### src/rtl/llmt_pkg.sv
package llmt_pkg;

   // Field widths fixed by the interface.
   localparam int EXP_W     = 6;
   localparam int RESIDUE_W = 63;

   // Lucas-Lehmer constants: seed value and the offset subtracted each step.
   localparam int LL_SEED   = 4;
   localparam int LL_OFFSET = 2;

   // The only even prime. It is answered directly without running the loop.
   localparam logic [EXP_W-1:0] EXP_TWO = 6'd2;

   // Bit n is set when n is prime, for n from 0 to 63.
   localparam logic [63:0] PRIME_MAP = 64'h2820_8A20_A08A_28AC;

   // Control from the sequencer to the datapath. Each flag selects one operation.
   typedef struct packed {
      logic load;       // capture a new exponent
      logic load_run;   // seed the residue with four instead of zero
      logic mul_ll;     // product of low half with low half
      logic mul_lh;     // product of low half with high half
      logic mul_hh;     // product of high half with high half
      logic acc_set;    // accumulator takes the registered product
      logic acc_mid;    // accumulator adds twice the cross product
      logic acc_top;    // accumulator adds the high square
      logic fold;       // fold the bits above the exponent onto the low bits
      logic reduce;     // conditional subtract of the modulus
      logic finish;     // subtract two modulo the Mersenne number
   } ctl_type;

   typedef struct packed {
      logic res_zero;   // residue register holds zero
   } status_type;

   function automatic logic is_prime_exp(input logic [EXP_W-1:0] n);
      return PRIME_MAP[n];
   endfunction

endpackage

### src/rtl/llmt_seq.sv
// Sequencer: takes one request, steps the shared squaring unit through
// the Lucas-Lehmer iterations and holds the response until it is taken.
module llmt_seq #(
   parameter int MAX_EXPONENT = 63
) (
   input  logic                         clock,
   input  logic                         reset,
   input  logic                         req_valid,
   output logic                         req_ready,
   input  logic [llmt_pkg::EXP_W-1:0]   req_exponent,
   output logic                         rsp_valid,
   input  logic                         rsp_ready,
   output logic                         mersenne_flag,
   output logic                         exponent_flag,
   output llmt_pkg::ctl_type            ctl,
   input  llmt_pkg::status_type         status
);

   typedef enum logic [9:0] {
      S_IDLE = 10'b00_0000_0001,
      S_MUL0 = 10'b00_0000_0010,
      S_MUL1 = 10'b00_0000_0100,
      S_MUL2 = 10'b00_0000_1000,
      S_ACC  = 10'b00_0001_0000,
      S_FOLD = 10'b00_0010_0000,
      S_RED1 = 10'b00_0100_0000,
      S_RED2 = 10'b00_1000_0000,
      S_SUB  = 10'b01_0000_0000,
      S_DONE = 10'b10_0000_0000
   } state_type;

   localparam logic [llmt_pkg::EXP_W-1:0] MAX_EXP_L = llmt_pkg::EXP_W'(MAX_EXPONENT);
   localparam logic [llmt_pkg::EXP_W-1:0] STEP_SKIP = llmt_pkg::EXP_W'(llmt_pkg::LL_OFFSET);

   state_type                  state_ff, state_in;
   logic [llmt_pkg::EXP_W-1:0] count_ff, count_in;
   logic                       exp_prime_ff, exp_prime_in;
   logic                       two_ff, two_in;
   logic                       run_ff, run_in;

   logic                       accept;
   logic                       prime_now;
   logic                       run_now;

   // No request is taken while reset is held.
   assign req_ready = (state_ff == S_IDLE) && !reset;
   assign rsp_valid = (state_ff == S_DONE);
   assign accept    = req_valid && req_ready;
   assign prime_now = llmt_pkg::is_prime_exp(req_exponent);
   assign run_now   = prime_now && (req_exponent != llmt_pkg::EXP_TWO) &&
                      (req_exponent <= MAX_EXP_L);

   always_comb begin
      state_in     = state_ff;
      count_in     = count_ff;
      exp_prime_in = exp_prime_ff;
      two_in       = two_ff;
      run_in       = run_ff;
      ctl          = '0;

      case (state_ff)
         S_IDLE: begin
            if (accept) begin
               ctl.load     = 1'b1;
               ctl.load_run = run_now;
               exp_prime_in = prime_now;
               two_in       = prime_now && (req_exponent == llmt_pkg::EXP_TWO);
               run_in       = run_now;
               count_in     = req_exponent - STEP_SKIP;
               state_in     = run_now ? S_MUL0 : S_DONE;
            end
         end
         S_MUL0: begin
            ctl.mul_ll = 1'b1;
            state_in   = S_MUL1;
         end
         S_MUL1: begin
            ctl.mul_lh  = 1'b1;
            ctl.acc_set = 1'b1;
            state_in    = S_MUL2;
         end
         S_MUL2: begin
            ctl.mul_hh  = 1'b1;
            ctl.acc_mid = 1'b1;
            state_in    = S_ACC;
         end
         S_ACC: begin
            ctl.acc_top = 1'b1;
            state_in    = S_FOLD;
         end
         S_FOLD: begin
            ctl.fold = 1'b1;
            state_in = S_RED1;
         end
         S_RED1: begin
            ctl.reduce = 1'b1;
            state_in   = S_RED2;
         end
         S_RED2: begin
            ctl.reduce = 1'b1;
            state_in   = S_SUB;
         end
         S_SUB: begin
            ctl.finish = 1'b1;
            count_in   = count_ff - 1'b1;
            state_in   = (count_ff == llmt_pkg::EXP_W'(1)) ? S_DONE : S_MUL0;
         end
         S_DONE: begin
            if (rsp_ready) begin
               state_in = S_IDLE;
            end
         end
         default: begin
            state_in = S_IDLE;
         end
      endcase
   end

   always_ff @(posedge clock) begin
      if (reset) begin
         state_ff <= S_IDLE;
         count_ff <= '0;
      end else begin
         state_ff <= state_in;
         count_ff <= count_in;
      end
   end

   always_ff @(posedge clock) begin
      exp_prime_ff <= exp_prime_in;
      two_ff       <= two_in;
      run_ff       <= run_in;
   end

   assign exponent_flag = exp_prime_ff;
   assign mersenne_flag = two_ff || (run_ff && status.res_zero);

endmodule

### config.mk
export PLATFORM = sky130hd
export DESIGN_NAME = llmt_seq
export DESIGN_NICKNAME = d
export VERILOG_FILES = /design/src/rtl/llmt_pkg.sv /design/src/rtl/llmt_seq.sv
export SDC_FILE = /design/constraint.sdc
export NUM_CORES = 1
export LEC_CHECK = 0
export ABC_AREA = 0
export CAP_MARGIN = 20
export CORE_UTILIZATION = 24
export DETAILED_ROUTE_END_ITERATION = 10
export DONT_BUFFER_PORTS = 1
export GPL_ROUTABILITY_DRIVEN = 0
export GPL_TIMING_DRIVEN = 0
export PLACE_DENSITY_LB_ADDON = 0.12
export SYNTH_ARGS = -nofsm -noshare
export SYNTH_HDL_FRONTEND = slang
export SYNTH_SLANG_ARGS = --single-unit
### constraint.sdc
create_clock -name clock -period 2.75 [get_ports clock]
set_clock_uncertainty 0.2 [all_clocks]
set_input_delay 0.55 -clock clock [delete_from_list [all_inputs] [get_ports clock]]
set_output_delay 0.55 -clock clock [all_outputs]
set_load 0.005 [all_outputs]
---- After elaboration in Yosys (flattened, before gate mapping) ----
Memory sizes are Yosys's and may differ from the RTL's.
Cells that the tools add are included.
cells by class
  add/subtract/negate cells ............... 2
  $lt $le $gt $ge ......................... 2
  equal/unequal tests ..................... 15
  multiplexer cells ....................... 17
  reduce and logical (&&, ||, !) cells .... 13
operators with widths
  kind                                                   count
  case mux 10 bit (10 select lines)                      1
  2-to-1 mux 10 bit                                      4
  case mux 6 bit (2 select lines)                        1
  equality test 10 x 1 -> 1 bit, second input constant   1
  equality test 10 bit, second input constant            1
  equality test 10 x 2 -> 1 bit, second input constant   1
  equality test 10 x 3 -> 1 bit, second input constant   1
  equality test 10 x 4 -> 1 bit, second input constant   1
  equality test 10 x 5 -> 1 bit, second input constant   1
  equality test 10 x 6 -> 1 bit, second input constant   1
  equality test 10 x 7 -> 1 bit, second input constant   1
  equality test 10 x 8 -> 1 bit, second input constant   1
  equality test 10 x 9 -> 1 bit, second input constant   1
  2-to-1 mux 1 bit                                       8
  < comparator 6 x 7 -> 1 bit, second input constant     1
  equality test 6 x 1 -> 1 bit, second input constant    1
  equality test 6 x 2 -> 1 bit, second input constant    1
  <= comparator 6 bit, second input constant             1
  logical AND 1 bit                                      6
  2-to-1 mux 6 bit                                       1
  inequality test 6 x 2 -> 1 bit, second input constant  1
  AND reduction 2 bit                                    3
  subtractor 6 x 1 -> 6 bit, second input constant       1
  subtractor 6 x 2 -> 6 bit, second input constant       1
  other kinds (7)                                        8
storage, ports and cells
  register bits after elaboration ......... 19
  ROM bits ................................ 64
  input bits .............................. 11
  output and inout port bits .............. 15
  word-level logic and storage cells ...... 55
  memories ................................ 1
memory list
  name              words  width  read ports  clocked after memory_dff  write ports  line            text
  (name not given)  64     1      1           0                         0            llmt_pkg.sv:37  return PRIME_MAP[n];

---- Logic depth before layout (Yosys ltp) ----
Gate-level depths: netlist of run 1.
  depth after elaboration ................. 7
  mapped depth ............................ 8
  depth with buffers taken out ............ 6

---- Worst setup path after synthesis of run 1 ----
No wires, ideal clock.
  path type ............................... input to output
  from .................................... input reset
  to ...................................... output ctl[9] in the netlist's numbering
  data arrival time ....................... 1.862 ns
  data required time ...................... 2.000 ns
  path slack .............................. 0.138 ns
  stages on the path ...................... 4
  path buffers ............................ 1
  cell sequence ........................... or4bb_1 > nor4_1 > clkbuf_1 > and2_1
RTL lines
  item                line            text
  start: declaration  llmt_seq.sv:7   input logic reset,
  end: declaration    llmt_seq.sv:15  output llmt_pkg::ctl_type ctl,

---- Worst setup path in the final report of run 1 ----
  from .................................... register state_ff[7]
  to ...................................... output req_ready
on the way
  cells in the longest elaborated chain, start to end .. 2
RTL lines
  item                           line             text
  start: declaration             llmt_seq.sv:35   state_type state_ff, state_in;
  start signal: assignment       llmt_seq.sv:124  state_ff <= state_in;
  equality test 10 x 1 -> 1 bit  llmt_seq.sv:46   assign req_ready = (state_ff == S_IDLE) && !reset;
  logical AND 1 bit              llmt_seq.sv:46
  end: declaration               llmt_seq.sv:9    output logic req_ready,
No other way between the ends.

==> impl_metrics.py, run 1 <==
metrics = {
    "clocking": {
        "clk_latency_ps": 260,
        "cts_inserted_buffers": 3,
        "cts_hold_buf": 0,
        "clk_pin_slew_ps": 80,
        "cts_tree": "yes",
        "cts_root_buf": "clkbuf_8",
        "clk_path_buf_depth": 2,
        "cts.sinks": 19,
        "htreeDepth": 1,
    },
    "worst_setup_path": {
        "critPathTopFamily": "simple AND/OR/NAND/NOR gates",
        "cp_num_buf_inv": 0,
        "cp_max_fo": 10,
        "arrival_ps": 1950,
        "start_kind": "flop",
        "worst-setup-path-type": "flop to output port",
        "crit_slowest_cell": "or4b_2",
        "end_kind": "output port",
        "worstPathRequired_ps": 2000,
        "crit_chain": "or3_4 > or4b_2 > nor2_2",
        "slowest_delay_ps": 720,
    },
    "sta": {
        "worstMarginPinSlew_ps": 553,
        "rsz0062_at_grt": "true",
        "period_minus_slack_ps": 2700,
        "hold_violations": 0,
        "slew_headroom": 0.628,
        "setup_viol": 0,
        "timing.final.max_slew_violations": 0,
        "timing.fmax_mhz": 371,
        "finalCritPeriodShare": 0.981,
    },
    "detailed_routing": {
        "drtIter0Drc": 62,
        "vias": 1246,
        "drc": 0,
        "viasPerCell": 5.15,
        "drtAntennaViolNets": 0,
        "firstDrtPassIters": 4,
        "wl_per_cell_um": 14.7,
        "postRouteWirelength_mm": 3.56,
    },
    "power": {
        "leakagePower_uw": 0.000546,
        "vdd_drop_max_mv": 0.158,
        "p_per_area_nw_per_um2": 509,
    },
    "logic_synthesis": {
        "synth-edff-count": 3,
        "synth.avg_cell_area_um2": 7.99,
        "synth.net_count": 183,
        "synth_area_leaders": "dfxtp_1, edfxtp_1, ha_1",
        "synth_top_flop_cell": "dfxtp_1",
        "synth_top_area_frac": 0.239,
        "synth_top_area_cell": "dfxtp_1",
        "ys_warn_count": 0,
        "netlist_area_um2": 1340,
        "syn_inst": 168,
        "yosysUniqueCellTypes": 48,
        "ys_seq_area_frac": 0.306,
        "ys_async_sr_fraction": 0,
        "ys_ff_latch": 19,
    },
    "floorplan": {
        "die_w_um": 76.8,
        "fp.dieH_um": 76.8,
        "io_pins": 26,
        "core_um2": 5240,
        "start_util": 0.256,
        "row_count": 26,
        "die_area_um2": 5900,
    },
    "finish": {
        "final_common_cell": "nand2_1",
        "fin_nets": 188,
        "regArea_um2": 422,
        "final_layout_size_suffix_gt1_frac": 0.209,
        "instances_no_fill": 242,
        "multiInputGateArea_um2": 886,
        "antenna_cells": 0,
        "final_cell_mix": "nand2_1, nor2_1, dfxtp_1, nor2b_1",
        "fillerInstances": 555,
        "area_growth_pct": 16.9,
        "finish.utilization": 0.300,
    },
    "global_routing": {
        "grt_antenna_before_repair": 0,
        "grt_max_degree": 14,
        "grt_pass1_wl_mm": 5.85,
        "grt_overflow": 0,
        "track_usage": 0.125,
        "first_global_vias": 1172,
    },
    "run": {
        "max_cap_violations": 0,
    },
    "place": {
        "dp_cells": 238,
        "hpwlAfterDp_mm": 2.63,
        "io_buffer_count": 0,
    },
    "worst_hold_path": {
        "hold_path_class": "input pin to flop",
    },
    "run_status": {
        "status": "completed",
    },
}
-- area by class of cell --
class	instances	area share
clock buffers	3	0.0263
well taps	70	0.0558
plain buffers	10	0.0407
repair buffers	3	0.0223
flip-flops and latches	19	0.269
inverters	7	0.0183
clock inverters	1	0.00319
multi-input cells	129	0.565
-- stage by stage --
stage          power [uW]  hold WS (ps)  area (um2)  worst slack, ps  setup TNS, ps
5_1_grt               855           124        1570            -19.6          -19.6
3_5_place_dp          572           299        1430             -367           -958
2_1_floorplan         518           262        1340              138              0
6_report              799           143        1570             52.0              0
3_3_place_gp          571           290        1430             -383          -1140
4_1_cts               803           135        1530             7.22              0
-- layer usage --
metal,up-vias,GRT usage,share of wire
li1,615,-,-
met4,0,0.0346,0.0070
met2,28,0.201,0.47
met3,2,0.0274,0.048
met1,601,0.167,0.47
met5,-,0,0
-- registers in the layout (all words and copies together), names as in the netlist --
signal and count:
run_ff 1, state_ff 10, count_ff 6, exponent_flag 1, two_ff 1
-- worst paths after layout --
kind | startpoint | endpoint | slack (ps) | depth (start not counted)
max reg2reg | state_ff[4]$_SDFFE_PP0P_ | count_ff[4]$_SDFFE_PP0P_ | 110 | 7
min reg2reg | count_ff[0]$_SDFFE_PP0P_ | count_ff[0]$_SDFFE_PP0P_ | 310 | 2
max | state_ff[7]$_SDFFE_PP0P_ | req_ready | 50 | 3
min | reset | state_ff[5]$_SDFFE_PP0P_ | 140 | 1
-- cell usage after synthesis, types with 4 or more instances --
| cell | n |
|---|---|
| nand2b_1 | 7 |
| nor4_1 | 6 |
| nor3_1 | 9 |
| ha_1 | 4 |
| nor4b_1 | 4 |
| xor2_1 | 4 |
| clkbuf_1 | 9 |
| inv_1 | 7 |
| o21ai_0 | 6 |
| a21oi_1 | 6 |
| nand2_1 | 12 |
| nor2b_1 | 8 |
| nor2_1 | 12 |
| dfxtp_1 | 16 |
| a31oi_1 | 5 |
-- worst reg2reg max path: stages, from the launching register on --
cell and delay, ps:
dfxtp_4 370, or3_4 420, or3_4 340, buf_6 120
or3_4 340, buf_4 160, or4_1 450, a31oi_1 160
-- cells by family (layout without fill, tap and decap cells) --
| kind of cell | Yosys count | in the layout | synth area share |
|---|---|---|---|
| adders and majority gates | 4 | 4 | 0.0373 |
| AOI/OAI and AO/OA | 35 | 35 | 0.176 |
| buffers and inverters | 20 | 24 | 0.0680 |
| and+or+nand+nor | 84 | 84 | 0.374 |
| DFF | 19 | 19 | 0.306 |
| xor gates and xnor gates | 6 | 6 | 0.0391 |
-- timing repair --
item / 4_1_cts / 5_1_grt
buffers inserted: 2 / 1
gates cloned: 0 / 0
gates resized for setup: 17 / 8
pin swaps: 3 / 2
endpoints found under the hold margin: 0 / 0
setup endpoints to repair: 15 / 4
-- power breakdown --
part	switching [uW]	total, uW	internal [uW]
clock network	102	203	101
registers	28.0	334	306
logic	138	262	123
Note: power is estimated with default switching activity, not from simulation.
==> inputs of run 2 (changes only) <==
--- a/config.mk
+++ b/config.mk
@@ -6,13 +6,14 @@
 export NUM_CORES = 1
 export LEC_CHECK = 0
 export ABC_AREA = 0
-export CAP_MARGIN = 20
+export CAP_MARGIN = 10
 export CORE_UTILIZATION = 24
 export DETAILED_ROUTE_END_ITERATION = 10
 export DONT_BUFFER_PORTS = 1
 export GPL_ROUTABILITY_DRIVEN = 0
 export GPL_TIMING_DRIVEN = 0
 export PLACE_DENSITY_LB_ADDON = 0.12
+export SETUP_SLACK_MARGIN = 0.5
 export SYNTH_ARGS = -nofsm -noshare
 export SYNTH_HDL_FRONTEND = slang
 export SYNTH_SLANG_ARGS = --single-unit
==> impl_metrics.py, run 2 (synthesis results as in run 1) <==
metrics = {
    "worst_hold_path": {
        "hold_path_class": "input pin to flop",
    },
    "clocking": {
        "clk_pin_slew_ps": 80,
        "htreeDepth": 1,
        "clk_path_buf_depth": 2,
        "cts_tree": "yes",
        "cts_root_buf": "clkbuf_8",
        "cts.sinks": 19,
        "cts_inserted_buffers": 3,
        "clk_latency_ps": 260,
    },
    "finish": {
        "largest_register_ffs": 10,
        "fillerInstances": 545,
        "top_register": "state_ff",
        "fin_nets": 208,
        "multiInputGateArea_um2": 987,
        "area_growth_pct": 38.5,
        "finish.utilization": 0.355,
        "finalInstanceArea_um2": 1860,
        "final_layout_size_suffix_gt1_frac": 0.349,
        "regArea_um2": 418,
        "final_common_cell": "buf_4",
        "final_cell_mix": "buf_4, nand2_1, dfxtp_1, nor2_1, nor2b_1",
        "largestRegisters": "state_ff (10), count_ff (6)",
        "antenna_cells": 0,
    },
    "floorplan": {
        "fp.dieH_um": 76.8,
        "start_util": 0.256,
        "io_pins": 26,
        "die_w_um": 76.8,
        "row_count": 26,
        "core_um2": 5240,
        "die_area_um2": 5900,
    },
    "power": {
        "p_per_area_nw_per_um2": 517,
        "leakagePower_uw": 0.000692,
        "vdd_drop_max_mv": 0.254,
    },
    "sta": {
        "hold_violations": 0,
        "slew_headroom": 0.530,
        "setup_viol": 0,
        "rsz0062_at_grt": "true",
        "worstMarginPinSlew_ps": 699,
        "finalCritPeriodShare": 0.987,
        "period_minus_slack_ps": 2720,
        "timing.final.max_slew_violations": 0,
        "timing.fmax_mhz": 368,
    },
    "run_status": {
        "status": "completed",
    },
    "detailed_routing": {
        "vias": 1343,
        "drtAntennaViolNets": 0,
        "drtIter0Drc": 76,
        "wl_per_cell_um": 15.0,
        "drc": 0,
        "firstDrtPassIters": 4,
        "postRouteWirelength_mm": 3.92,
        "viasPerCell": 5.13,
    },
    "worst_setup_path": {
        "arrival_ps": 1970,
        "cp_max_fo": 5,
        "reg2reg_to": "count_ff[4]$_SDFFE_PP0P_",
        "worstPathRequired_ps": 2000,
        "rr_worst_depth": 7,
        "end_kind": "output port",
        "regToRegStartpoint": "state_ff[5]$_SDFFE_PP0P_",
        "worst-setup-path-type": "flop to output port",
        "crit_end": "ctl[0]",
        "crit_path_start": "state_ff[5]$_SDFFE_PP0P_",
        "r2r_setup_slack_ps": 100,
        "start_kind": "flop",
    },
    "place": {
        "dpl_cell_area_um2": 1460,
        "io_buffer_count": 0,
        "hpwlAfterDp_mm": 2.63,
    },
    "run": {
        "max_cap_violations": 0,
    },
    "global_routing": {
        "grt_overflow": 0,
        "grt_max_degree": 14,
        "first_global_vias": 1317,
        "grt_antenna_before_repair": 0,
        "grt_pass1_wl_mm": 6.22,
        "track_usage": 0.132,
    },
}
[run 2: changes by cell type in the layout (fill, tap and decap cells not counted), sizes merged]
| cell | delta |
|---|---|
| buf | +18 |
| clkbuf | +3 |
| clkinv | -1 |
[run 2: through the flow]
| step | hold WS [ps] | cells | setup TNS, ps | power [uW] | setup slack [ps] |
|---|---|---|---|---|---|
| finish | 139 | 262 | 0 | 962 | 34.4 |
| global route | 132 | 262 | -3.80 | 1010 | -3.80 |
| CTS | 134 | 253 | 0 | 880 | 13.9 |
| detailed placement | 301 | 238 | 0 | 585 | 128 |
| global placement | 289 | 238 | 0 | 585 | 144 |
| floorplan | 262 | 168 | 0 | 532 | 316 |
[run 2: power breakdown]
| group | total, uW | internal [uW] | leakage [uW] | switching [uW] |
|---|---|---|---|---|
| logic | 423 | 221 | 0.000509 | 202 |
| registers | 329 | 306 | 0.000160 | 23.6 |
| clock network | 209 | 103 | 0.0000228 | 106 |
[run 2: worst max-delay path, stage by stage, from the launching register on]
cell and delay [ps]:
dfxtp_4 360, or3_4 380, or3_1 360, buf_6 120, or3_4 380, inv_4 90
[run 2: routing by layer]
metal | GRT usage | vias up | part of all wire
met5 | 0 | - | 0
met4 | 0.0596 | 0 | 0.014
met3 | 0.0250 | 4 | 0.034
met2 | 0.214 | 23 | 0.47
met1 | 0.167 | 656 | 0.48
li1 | - | 660 | -
[run 2: worst min-delay path by stage]
stage                              from                  endpoint  slack [ps]  depth (start not counted)
2_1_floorplan  count_ff[0]$_SDFFE_PP0P_  count_ff[0]$_SDFFE_PP0P_         260                          2
3_3_place_gp   count_ff[0]$_SDFFE_PP0P_  count_ff[0]$_SDFFE_PP0P_         290                          2
3_5_place_dp   count_ff[0]$_SDFFE_PP0P_  count_ff[0]$_SDFFE_PP0P_         300                          2
4_1_cts                           reset  state_ff[5]$_SDFFE_PP0P_         130                          1
5_1_grt                           reset  state_ff[5]$_SDFFE_PP0P_         130                          1
6_report                          reset  state_ff[5]$_SDFFE_PP0P_         140                          1
[run 2: repair_timing]
| item | CTS | global route |
|---|---|---|
| pin swaps | 13 | 10 |
| setup endpoints to repair | 20 | 20 |
| cloned | 0 | 1 |
| hold endpoints to repair | 0 | 0 |
| hold buffers | 0 | 0 |
| resized for setup | 30 | 21 |
| buffers inserted | 11 | 8 |
[run 2: layout make-up]
class / instances / area share
tap: 70 / 0.0471
clock buffer: 4 / 0.0242
buffer: 13 / 0.0592
sequential: 19 / 0.225
multi-input combinational: 129 / 0.531
inverter: 7 / 0.0155
timing repair buffer: 20 / 0.0983
